## src/rtl/ftvm_pkg.sv

```systemverilog
// ftvm_pkg: shared constants, types and state encoding for face_to_vertex_mean
// no dependencies
package ftvm_pkg;
  localparam int MaxFaces   = 16;
  localparam int ValueWidth = 32;
  localparam int NumQ       = 7;
  localparam int CntWidth   = $clog2(MaxFaces + 1);
  localparam int SumWidth   = ValueWidth + $clog2(MaxFaces);
  localparam int QuoWidth   = SumWidth;
  localparam int StepWidth  = $clog2(QuoWidth + 1);

  typedef logic signed [ValueWidth-1:0] value_t;
  typedef logic signed [SumWidth-1:0]   sum_t;
  typedef logic [CntWidth-1:0]          count_t;

  typedef enum logic [1:0] {
    ST_ACCUM,
    ST_DIVIDE,
    ST_OUTPUT
  } state_t;

  // controller to datapath
  typedef struct packed {
    logic accum;     // add the accepted face when there is room
    logic div_start; // load dividers
    logic div_step;  // one quotient bit
    logic clear;     // result taken, clear sums
  } ctrl_cmd_t;

  // datapath to controller
  typedef struct packed {
    logic div_last;  // this step produces the final bit
  } ctrl_status_t;
endpackage

```

## src/rtl/ftvm_if.sv

```systemverilog
// ftvm_if: valid/ready channel interfaces for face and mean beats
// depends on ftvm_pkg
interface ftvm_face_if;
  logic                   valid;
  logic                   ready;
  ftvm_pkg::value_t       face_source;
  ftvm_pkg::value_t       face_doublet;
  ftvm_pkg::value_t       face_vel_x;
  ftvm_pkg::value_t       face_vel_y;
  ftvm_pkg::value_t       face_vel_z;
  ftvm_pkg::value_t       face_pressure_coeff;
  ftvm_pkg::value_t       face_transpiration;
  logic                   last_face;
  modport source (output valid, face_source, face_doublet, face_vel_x, face_vel_y,
                  face_vel_z, face_pressure_coeff, face_transpiration, last_face,
                  input ready);
  modport sink (input valid, face_source, face_doublet, face_vel_x, face_vel_y,
                face_vel_z, face_pressure_coeff, face_transpiration, last_face,
                output ready);
endinterface

interface ftvm_mean_if;
  logic                   valid;
  logic                   ready;
  ftvm_pkg::value_t       mean_source;
  ftvm_pkg::value_t       mean_doublet;
  ftvm_pkg::value_t       mean_vel_x;
  ftvm_pkg::value_t       mean_vel_y;
  ftvm_pkg::value_t       mean_vel_z;
  ftvm_pkg::value_t       mean_pressure_coeff;
  ftvm_pkg::value_t       mean_transpiration;
  logic [4:0]             face_count;
  logic                   too_many_faces;
  modport source (output valid, mean_source, mean_doublet, mean_vel_x, mean_vel_y,
                  mean_vel_z, mean_pressure_coeff, mean_transpiration, face_count,
                  too_many_faces, input ready);
  modport sink (input valid, mean_source, mean_doublet, mean_vel_x, mean_vel_y,
                mean_vel_z, mean_pressure_coeff, mean_transpiration, face_count,
                too_many_faces, output ready);
endinterface

```

## src/rtl/ftvm_ctrl.sv

```systemverilog
// ftvm_ctrl: controller state machine (accumulate, divide, present result)
// depends on ftvm_pkg
module ftvm_ctrl (
  input  logic                   clk,
  input  logic                   rst,
  input  logic                   in_valid,
  input  logic                   in_last,
  output logic                   in_ready,
  output logic                   out_valid,
  input  logic                   out_ready,
  input  ftvm_pkg::ctrl_status_t status,
  output ftvm_pkg::ctrl_cmd_t    cmd
);
  import ftvm_pkg::*;

  state_t state, state_next;

  always_ff @(posedge clk) begin
    if (rst) state <= ST_ACCUM;
    else     state <= state_next;
  end

  always_comb begin
    state_next    = state;
    cmd           = '0;
    in_ready      = 1'b0;
    out_valid     = 1'b0;
    case (state)
      ST_ACCUM: begin
        in_ready  = 1'b1;
        cmd.accum = in_valid;
        if (in_valid && in_last) begin
          cmd.div_start = 1'b1;
          state_next    = ST_DIVIDE;
        end
      end
      ST_DIVIDE: begin
        cmd.div_step = 1'b1;
        if (status.div_last) state_next = ST_OUTPUT;
      end
      ST_OUTPUT: begin
        out_valid = 1'b1;
        if (out_ready) begin
          cmd.clear  = 1'b1;
          state_next = ST_ACCUM;
        end
      end
      default: state_next = ST_ACCUM;
    endcase
  end
endmodule

```

## src/rtl/ftvm_dp.sv

```systemverilog
// ftvm_dp: running sums, face count and seven shared-step restoring dividers
// depends on ftvm_pkg
module ftvm_dp (
  input  logic                   clk,
  input  logic                   rst,
  input  ftvm_pkg::ctrl_cmd_t    cmd,
  output ftvm_pkg::ctrl_status_t status,
  input  ftvm_pkg::value_t       face_val [ftvm_pkg::NumQ],
  output ftvm_pkg::value_t       mean_val [ftvm_pkg::NumQ],
  output logic [4:0]             face_count,
  output logic                   too_many_faces
);
  import ftvm_pkg::*;

  sum_t                   sum [NumQ];
  count_t                 faces_seen;
  logic                   dropped_flag;
  logic [QuoWidth-1:0]    quo [NumQ];   // magnitude shifts out, quotient in
  logic [CntWidth:0]      rem [NumQ];
  logic                   neg [NumQ];
  logic [StepWidth-1:0]   step;
  logic                   room;

  assign room = faces_seen < count_t'(MaxFaces);
  assign status.div_last = step == StepWidth'(QuoWidth - 1);

  always_ff @(posedge clk) begin
    if (rst || cmd.clear) begin
      faces_seen   <= '0;
      dropped_flag <= 1'b0;
      for (int i = 0; i < NumQ; i++) sum[i] <= '0;
    end else if (cmd.accum) begin
      if (room) begin
        faces_seen <= faces_seen + count_t'(1);
        for (int i = 0; i < NumQ; i++)
          sum[i] <= sum[i] + SumWidth'(face_val[i]);
      end else begin
        dropped_flag <= 1'b1;
      end
    end
  end

  // final sums including the last face when there is room, used at divider load
  sum_t   sum_fin [NumQ];
  always_comb begin
    for (int i = 0; i < NumQ; i++)
      sum_fin[i] = room ? sum[i] + SumWidth'(face_val[i]) : sum[i];
  end

  // restoring division on magnitudes, one quotient bit per cycle
  logic [CntWidth:0] trial [NumQ];
  always_comb begin
    for (int i = 0; i < NumQ; i++)
      trial[i] = {rem[i][CntWidth-1:0], quo[i][QuoWidth-1]};
  end

  always_ff @(posedge clk) begin
    if (cmd.div_start) begin
      step <= '0;
      for (int i = 0; i < NumQ; i++) begin
        neg[i] <= sum_fin[i][SumWidth-1];
        quo[i] <= sum_fin[i][SumWidth-1] ? QuoWidth'(-sum_fin[i]) : QuoWidth'(sum_fin[i]);
        rem[i] <= '0;
      end
    end else if (cmd.div_step) begin
      step <= step + StepWidth'(1);
      for (int i = 0; i < NumQ; i++) begin
        if (trial[i] >= {1'b0, faces_seen}) begin
          rem[i] <= trial[i] - {1'b0, faces_seen};
          quo[i] <= {quo[i][QuoWidth-2:0], 1'b1};
        end else begin
          rem[i] <= trial[i];
          quo[i] <= {quo[i][QuoWidth-2:0], 1'b0};
        end
      end
    end
  end

  always_comb begin
    for (int i = 0; i < NumQ; i++)
      mean_val[i] = neg[i] ? ValueWidth'(-quo[i]) : ValueWidth'(quo[i]);
  end

  // faces_seen holds the final count once the last face is in
  assign face_count     = 5'(faces_seen);
  assign too_many_faces = dropped_flag;
endmodule

```

## src/rtl/face_to_vertex_mean_top.sv

```systemverilog
// face_to_vertex_mean_top: top level joining controller and datapath
// depends on ftvm_pkg, ftvm_if, ftvm_ctrl, ftvm_dp
//
// Averages seven signed Q15.16 face quantities onto a vertex. One face beat
// is taken per cycle while accumulating; faces past the sixteenth are
// dropped and reported in too_many_faces. The beat with last_face set closes
// the vertex: seven restoring dividers then run in parallel, one quotient bit
// per cycle over the 36-bit sum magnitude, and face input is held off until
// the mean beat is taken. Means are truncated toward zero.
module face_to_vertex_mean_top (
  input logic  clk,
  input logic  rst,
  ftvm_face_if.sink   face_in,
  ftvm_mean_if.source mean_out
);
  import ftvm_pkg::*;

  ctrl_cmd_t    cmd;
  ctrl_status_t status;
  value_t       face_val [NumQ];
  value_t       mean_val [NumQ];

  // quantities in a fixed lane order
  assign face_val[0] = face_in.face_source;
  assign face_val[1] = face_in.face_doublet;
  assign face_val[2] = face_in.face_vel_x;
  assign face_val[3] = face_in.face_vel_y;
  assign face_val[4] = face_in.face_vel_z;
  assign face_val[5] = face_in.face_pressure_coeff;
  assign face_val[6] = face_in.face_transpiration;

  ftvm_ctrl u_ctrl (
    .clk       (clk),
    .rst       (rst),
    .in_valid  (face_in.valid),
    .in_last   (face_in.last_face),
    .in_ready  (face_in.ready),
    .out_valid (mean_out.valid),
    .out_ready (mean_out.ready),
    .status    (status),
    .cmd       (cmd)
  );

  ftvm_dp u_dp (
    .clk            (clk),
    .rst            (rst),
    .cmd            (cmd),
    .status         (status),
    .face_val       (face_val),
    .mean_val       (mean_val),
    .face_count     (mean_out.face_count),
    .too_many_faces (mean_out.too_many_faces)
  );

  assign mean_out.mean_source         = mean_val[0];
  assign mean_out.mean_doublet        = mean_val[1];
  assign mean_out.mean_vel_x          = mean_val[2];
  assign mean_out.mean_vel_y          = mean_val[3];
  assign mean_out.mean_vel_z          = mean_val[4];
  assign mean_out.mean_pressure_coeff = mean_val[5];
  assign mean_out.mean_transpiration  = mean_val[6];
endmodule
```

## src/flat_wrapper.sv

```systemverilog
// flat-port wrapper written by rule: the top's interface ports become plain ports
module face_to_vertex_mean_top_flat import ftvm_pkg::*;
  (clk, rst, face_in_valid, face_in_face_source, face_in_face_doublet, face_in_face_vel_x, face_in_face_vel_y, face_in_face_vel_z, face_in_face_pressure_coeff, face_in_face_transpiration, face_in_last_face, face_in_ready, mean_out_valid, mean_out_mean_source, mean_out_mean_doublet, mean_out_mean_vel_x, mean_out_mean_vel_y, mean_out_mean_vel_z, mean_out_mean_pressure_coeff, mean_out_mean_transpiration, mean_out_face_count, mean_out_too_many_faces, mean_out_ready);
  ftvm_face_if face_in_i ();
  ftvm_mean_if mean_out_i ();
  input logic clk;
  input logic rst;
  input wire logic [$bits(face_in_i.valid)-1:0] face_in_valid;
  input wire logic [$bits(face_in_i.face_source)-1:0] face_in_face_source;
  input wire logic [$bits(face_in_i.face_doublet)-1:0] face_in_face_doublet;
  input wire logic [$bits(face_in_i.face_vel_x)-1:0] face_in_face_vel_x;
  input wire logic [$bits(face_in_i.face_vel_y)-1:0] face_in_face_vel_y;
  input wire logic [$bits(face_in_i.face_vel_z)-1:0] face_in_face_vel_z;
  input wire logic [$bits(face_in_i.face_pressure_coeff)-1:0] face_in_face_pressure_coeff;
  input wire logic [$bits(face_in_i.face_transpiration)-1:0] face_in_face_transpiration;
  input wire logic [$bits(face_in_i.last_face)-1:0] face_in_last_face;
  output wire logic [$bits(face_in_i.ready)-1:0] face_in_ready;
  output wire logic [$bits(mean_out_i.valid)-1:0] mean_out_valid;
  output wire logic [$bits(mean_out_i.mean_source)-1:0] mean_out_mean_source;
  output wire logic [$bits(mean_out_i.mean_doublet)-1:0] mean_out_mean_doublet;
  output wire logic [$bits(mean_out_i.mean_vel_x)-1:0] mean_out_mean_vel_x;
  output wire logic [$bits(mean_out_i.mean_vel_y)-1:0] mean_out_mean_vel_y;
  output wire logic [$bits(mean_out_i.mean_vel_z)-1:0] mean_out_mean_vel_z;
  output wire logic [$bits(mean_out_i.mean_pressure_coeff)-1:0] mean_out_mean_pressure_coeff;
  output wire logic [$bits(mean_out_i.mean_transpiration)-1:0] mean_out_mean_transpiration;
  output wire logic [$bits(mean_out_i.face_count)-1:0] mean_out_face_count;
  output wire logic [$bits(mean_out_i.too_many_faces)-1:0] mean_out_too_many_faces;
  input wire logic [$bits(mean_out_i.ready)-1:0] mean_out_ready;
  assign face_in_i.valid = face_in_valid;
  assign face_in_i.face_source = face_in_face_source;
  assign face_in_i.face_doublet = face_in_face_doublet;
  assign face_in_i.face_vel_x = face_in_face_vel_x;
  assign face_in_i.face_vel_y = face_in_face_vel_y;
  assign face_in_i.face_vel_z = face_in_face_vel_z;
  assign face_in_i.face_pressure_coeff = face_in_face_pressure_coeff;
  assign face_in_i.face_transpiration = face_in_face_transpiration;
  assign face_in_i.last_face = face_in_last_face;
  assign face_in_ready = face_in_i.ready;
  assign mean_out_valid = mean_out_i.valid;
  assign mean_out_mean_source = mean_out_i.mean_source;
  assign mean_out_mean_doublet = mean_out_i.mean_doublet;
  assign mean_out_mean_vel_x = mean_out_i.mean_vel_x;
  assign mean_out_mean_vel_y = mean_out_i.mean_vel_y;
  assign mean_out_mean_vel_z = mean_out_i.mean_vel_z;
  assign mean_out_mean_pressure_coeff = mean_out_i.mean_pressure_coeff;
  assign mean_out_mean_transpiration = mean_out_i.mean_transpiration;
  assign mean_out_face_count = mean_out_i.face_count;
  assign mean_out_too_many_faces = mean_out_i.too_many_faces;
  assign mean_out_i.ready = mean_out_ready;
  face_to_vertex_mean_top u_core (.clk(clk), .rst(rst), .face_in(face_in_i), .mean_out(mean_out_i));
endmodule
```

## config.mk

```make
export PLATFORM = sky130hd
export DESIGN_NAME = face_to_vertex_mean_top_flat
export DESIGN_NICKNAME = d
export VERILOG_FILES = /design/src/rtl/ftvm_pkg.sv /design/src/rtl/ftvm_if.sv /design/src/rtl/ftvm_ctrl.sv /design/src/rtl/ftvm_dp.sv /design/src/rtl/face_to_vertex_mean_top.sv /design/src/flat_wrapper.sv
export SDC_FILE = /design/constraint.sdc
export NUM_CORES = 2
export LEC_CHECK = 0
export BUFFER_PORTS_ARGS = -buffer_cell sky130_fd_sc_hd__buf_2
export CAP_MARGIN = 20
export CORE_MARGIN = 2
export CORE_UTILIZATION = 61
export DETAILED_ROUTE_END_ITERATION = 10
export HOLD_SLACK_MARGIN = 0.1
export PLACE_DENSITY = 0.93
export SLEW_MARGIN = 20
export SYNTH_ARGS = -nofsm -noshare
export SYNTH_HDL_FRONTEND = slang
export SYNTH_SLANG_ARGS = --single-unit
```

## constraint.sdc

```tcl
create_clock -name clk -period 23.5 [get_ports clk]
set_input_delay 2.35 -clock clk [delete_from_list [all_inputs] [get_ports clk]]
set_output_delay 2.35 -clock clk [all_outputs]
set_load 0.05 [all_outputs]
```

# ---- Word-level counts from Yosys, hierarchy flattened
# Memories as Yosys holds them, arrays and structs flattened.
# Index checks and enable logic that the tools add are counted.
dict set report word_totals {
  regBits 14
  latch_bits 0
  ram_bits 553
  romBits 0
  inputBits 229
  output_inout_bits 232
  mem_count 4
}
# name words width rd rd_clocked_by_memory_dff wr line_no
set memory_table {}
lappend memory_table {u_core.u_dp.quo 7 36 7 0 7 ftvm_dp.sv:18} ;# logic [QuoWidth-1:0] quo [NumQ];
lappend memory_table {u_core.u_dp.sum 7 36 7 0 7 ftvm_dp.sv:15} ;# sum_t sum [NumQ];
lappend memory_table {u_core.u_dp.rem 7 6 7 0 7 ftvm_dp.sv:19} ;# logic [CntWidth:0] rem [NumQ];
lappend memory_table {u_core.u_dp.neg 7 1 7 0 7 ftvm_dp.sv:20} ;# logic neg [NumQ];
dict set report op_classes {
  add_sub_neg 30
  multipliers 0
  div 0
  magnitude_cmp 8
  eq_ne 6
  shifts 0
  muxes 131
  bitwise 36
  reduce_logical 6
}
# op count
set ops {}
lappend ops {{two-way mux 36 bit} 35}
lappend ops {{adder 36 x 32 -> 36 bit} 7}
lappend ops {{negation 36 bit} 7}
lappend ops {{two-way mux 32 bit} 7}
lappend ops {{negation 32 bit} 7}
lappend ops {{two-way mux 6 bit} 14}
lappend ops {{two-way mux 1 bit} 70}
lappend ops {{greater-or-equal comparator 6 x 5 -> 1 bit} 7}
lappend ops {{subtractor 6 x 5 -> 6 bit} 7}
lappend ops {{OR 1 bit} 35}
lappend ops {{two-way mux 2 bit} 4}
lappend ops {{adder 6 x 1 -> 6 bit (second input constant)} 1}
lappend ops {{== test 6 bit (second input constant)} 1}
lappend ops {{case mux 2 bit (3 select lines)} 1}
lappend ops {{adder 5 x 1 -> 5 bit (second input constant)} 1}
lappend ops {{< comparator 5 bit (second input constant)} 1}
lappend ops {{inequality test 2 bit (second input constant)} 2}
lappend ops {{AND reduction 2 bit} 2}
lappend ops {{AND reduction 3 bit} 1}
lappend ops {{== test 2 x 1 -> 1 bit (second input constant)} 1}
lappend ops {{== test 2 bit (second input constant)} 1}
lappend ops {{logical NOT 2 bit} 1}
lappend ops {{inequality test 2 x 1 -> 1 bit (second input constant)} 1}
lappend ops {{logical AND 1 bit} 1}
lappend ops {{2 further kinds} 2}

# ---- Longest topological paths before layout
dict set report logic_depth {
  word_depth 7
  depth_mapped 22
}

# ---- Modules after synthesis
# A second synthesis with hierarchy kept.
dict set report unflattened {
  cells_unflattened 6485
  hier_area_um2 54394.7
}
# module instances cells_per_inst area_each_um2 seq_area_each_um2
set modules_own_cells {}
lappend modules_own_cells {ftvm_dp 1 6470 54263.3 16636.0}
lappend modules_own_cells {ftvm_ctrl 1 15 131.4 40.0}

# ---- Worst setup path after synthesis
# No wires, ideal clock.
dict set report synth_timing {
  path_type {register to register}
  start {reg u_core.u_dp.faces_seen[4], in the netlist u_core.u_dp.face_count[4]}
  end {mem u_core.u_dp.sum[0][0] (netlist name), enable pin}
  setup_time_ns 1.216
  t_arrival_ns 20.152
  setup_slack_ns 2.133
  stages_incl_launch_ff 13
  synth_period_minus_slack_ns 21.367
  path_cell_list {dfxtp_1 buf_2 buf_2 buf_2 buf_2 buf_2 buf_2 buf_1 clkbuf_1 buf_2 buf_1 clkbuf_1 o21ai_0}
}
# element line_no
set synth_lines {}
lappend synth_lines {{start, declared} ftvm_dp.sv:16} ;# count_t faces_seen;
lappend synth_lines {{start signal, assigned} ftvm_dp.sv:34} ;# faces_seen <= faces_seen + count_t'(1);
lappend synth_lines {{end, declared} ftvm_dp.sv:15}

==> summary.md <==
| Metric | Value |
|---|---|
| Critical-path top delay cell | or4_1 |
| Top cells by area in the synthesized netlist | edfxtp_1 31%, ha_1 7.0%, xnor2_1 7.0% |
| Hold WS | 0.4598 ns |
| Clk buf depth | 3 |
| Synth Warn # | 0 |
| IO Count | 461 |
| CTS tree | yes |
| Sum of buffers and inverters on the critical path | 2 |
| Port bufs | 460 |
| RSZ-0062 raised after global routing | false |
| Wire length per cell | 21.15 um |
| # rows | 107 |
| Max Cap Viol | 0 |
| Synth-to-Final Area Change | 9.813% |
| # Post-CTS Setup Buffers | 0 |
| DRT Pass-1 Iters | 8 |
| Starting DRT DRC Count | 5,364 |
| CP peak stage delay | 0.49 ns |
| CTS Buf Count | 71 |
| Worst-path cell chain | or3_1 > nor3_1 > nand3_1 > or2_2 > inv_1 > nand2_1 > or4_1 > or3_1 > or4_1 > o41ai_1 > xnor2_1 > buf_2 |
| H-Tree Depth | 3 |
| Largest net degree at the start of global routing | 238 |
| Detailed-route vias per instance | 6.644 |
| # DRC | 0 |
| CP top delay family | simple AND/OR/NAND/NOR gates |
| CP endpoint kind | output port |
| Initial antenna violation count | 35 |
| Distinct cell type count after synthesis | between 100 and 150 |
| XOR/XNOR share of the synthesized area | 9.725% |
| Worst slew margin | 24.56% |
| Post-synth EDFFs | roughly 550 |
| Clock sink count | 560 |
| Core Footprint | 85,280 sq um |
| Critical path class | flip-flop to output port |
| Vias in the first global route | 47,392 |
| GRT Overall Usage | 35.15% |
| Cells after Synth | 6,269 |
| Leakage power | 22.42 nW |
| Worst-Margin Slew | ~1.1 ns |
| FMAX | 0.1432 GHz |
| Setup Skew | 0.02358 ns |
| Synth Area in Adders | 7.575% |
| Placed wire-length estimate | 121,300 um |
| Seq/Total Area, Yosys | 31.71% |
| Post-Route Setup TNS | 0 ns |
| Top cell type's share of synthesized area | 31.17% |
| Tcrit/Tclk final | approximately 30% |
| Top cell type by total area after synthesis | edfxtp_1 |
| Initial core utilization | about three fifths |
| CP max FO | 5 |
| Worst min-delay path category | flip-flop to flip-flop |
| Post-CTS sizing | 0 |
| Routability cong. | 1.038 |
| Final wirelength | approximately 160,000 um |
| Die Ht | 297.6 um |
| Clock root buffer | clkbuf_16 |
| Syn avg cell area | 8.390 sq um |
| Die Area | 88,580 sq um |
| Tmin final | roughly 7 ns |
| Final setup fails | 0 |
| Synth Flop Type | edfxtp_1 |
| Worst-path clk slew | 0.06 ns |
| Grt total ovfl | 0 |
| Most frequent cell after synthesis | nand2_1 |
| CP required | 21.15 ns |
| Worst-Skew Late Latency | 0.63 ns |
| Dpl ws | 16.19 ns |
| Hold Violations, Final | 0 |
| VDD IR max | between 0.07 and 0.08 mV |
| Post-synthesis compound-gate area fraction | 24.10% |
| Cell Pwr Density | 102.8 nW/um^2 |
| Largest family of logic cells by synthesized area | compound AO/OA/AOI/OAI gates |
| Yosys reg bits | 560 |
| Share of layout cells above drive strength 1 | 11.08% |
| Mux cell area share after synthesis | 1.542% |
| Final total power | about 5.9 mW |
| Status | completed |
| Global-route wire length before repair | 253,500 um |
| Asr flop ratio synth | 0% |
| PnR worst setup slack | 16.52 ns |
| Crit path DAT | approximately 4.6 ns |
| Nets | 7,039 |
| Hold buffers post-CTS | 0 |
| Syn_nets | slightly below 7,000 |
| Final ANT Viol Nets | 0 |
| Synthesized area | 52,590 sq um |
| Vias | between 50,000 and 60,000 |
| Critical path launch point type | flip-flop |
| Synth cell count leaders | 703 x nand2_1, 553 x nor2_1, 546 x edfxtp_1 |
| Die W | roughly 300 um |
| Final slew viol count | 0 |
| Post-Synth Simple-Gate Area | 21.78% |
## routing by layer
metal | share of wire (%) | global-route usage (%) | vias up
met5 | 0.10 | 0 | -
met4 | 4.3 | 15.72 | 26
met3 | 8.9 | 6.062 | 390
met2 | 45 | 56.16 | 2423
met1 | 41 | 46.74 | 24407
li1 | - | - | 24019
## worst paths after layout
| check | startpoint | cells past startpoint | to | slack (ns) |
|---|---|---|---|---|
| min | u_core.u_dp.too_many_faces | 2 | u_core.u_dp.too_many_faces | 0.46 |
| min reg2reg | u_core.u_dp.too_many_faces | 2 | u_core.u_dp.too_many_faces | 0.46 |
| max reg2reg | u_core.u_dp.sum[1][1] | 13 | u_core.u_dp.quo[0][66] | 18.14 |
| max | u_core.u_dp.quo[0][110] | 12 | mean_out_mean_vel_y[29] | 16.52 |
## layout make-up
class                      instances  area, sq um
clock inverter                    34        385.4
tap                             1144         1431
antenna                           19        47.55
multi-input combinational       5231        34100
fill                            6961        27530
timing repair buffer             496         2623
inverter                         140        530.5
clock buffer                      92         1961
sequential                       560        16680
## flip-flops by register name, indices dropped and copies added (netlist names)
name,count
u_core.u_dp.sum,252
u_core.u_dp.face_count,5
u_core.u_dp.step,6
u_core.u_dp.rem,35
u_core.u_dp.quo,252
u_core.u_ctrl.state,2
u_core.u_dp.neg,7
u_core.u_dp.too_many_faces,1
## kinds of logic after synthesis
group	after synthesis
AO/OA/AOI/OAI	1926
XOR/XNOR	584
adder cells (fa/ha/maj)	310
buffers and inverters	478
flip-flops	560
multiplexers	79
AND/OR/NAND/NOR	2332
## cells in the final DEF, fill, tap and decap left out, types with 59 or more instances in the layout
cell and count:
a31oi_1 68, and3_1 59, buf_2 460, o21ai_0 504, nor3_1 202, nor4_1 69
edfxtp_1 546, xnor2_1 420, or3_1 105, clkbuf_16 75, ha_1 296, nand3_1 125
a211oi_1 84, nand4_1 67, o211ai_1 71, o21a_1 81, a21o_1 132, xor2_1 164
mux2i_1 63, and2_1 94, nor2_1 552, nand2b_1 61, a21oi_1 413, o31ai_1 129
inv_1 136, nand2_1 701
## report_power, final
| part | leakage [nW] | total [mW] | internal [mW] | switching (mW) |
|---|---|---|---|---|
| clock | 1.13 | 1.13 | 0.676 | 0.452 |
| combinational | 15.6 | 3.17 | 1.07 | 2.10 |
| sequential | 5.66 | 1.64 | 1.42 | 0.216 |
## stage by stage
step | instances | util (%) | cell area (sq um)
3_3_place_gp | 7570 | 64.90 | 55350
4_1_cts | 7697 | 67.66 | 57700
3_5_place_dp | 7571 | 64.91 | 55360
6_report | 7716 | 67.72 | 57760
2_1_floorplan | 6269 | - | 52590
5_1_grt | 7715 | 67.72 | 57750
## worst register-to-register path: cells and delay by family (launching register included)
| family | cells | cell delay, ns |
|---|---|---|
| buffers and inverters | 1 | 0.21 |
| adder cells (fa/ha/maj) | 1 | 0.31 |
| AND/OR/NAND/NOR | 4 | 1.71 |
| AO/OA/AOI/OAI | 7 | 2.41 |
| flip-flops | 1 | 0.45 |
(Power assumes the default switching activity.)
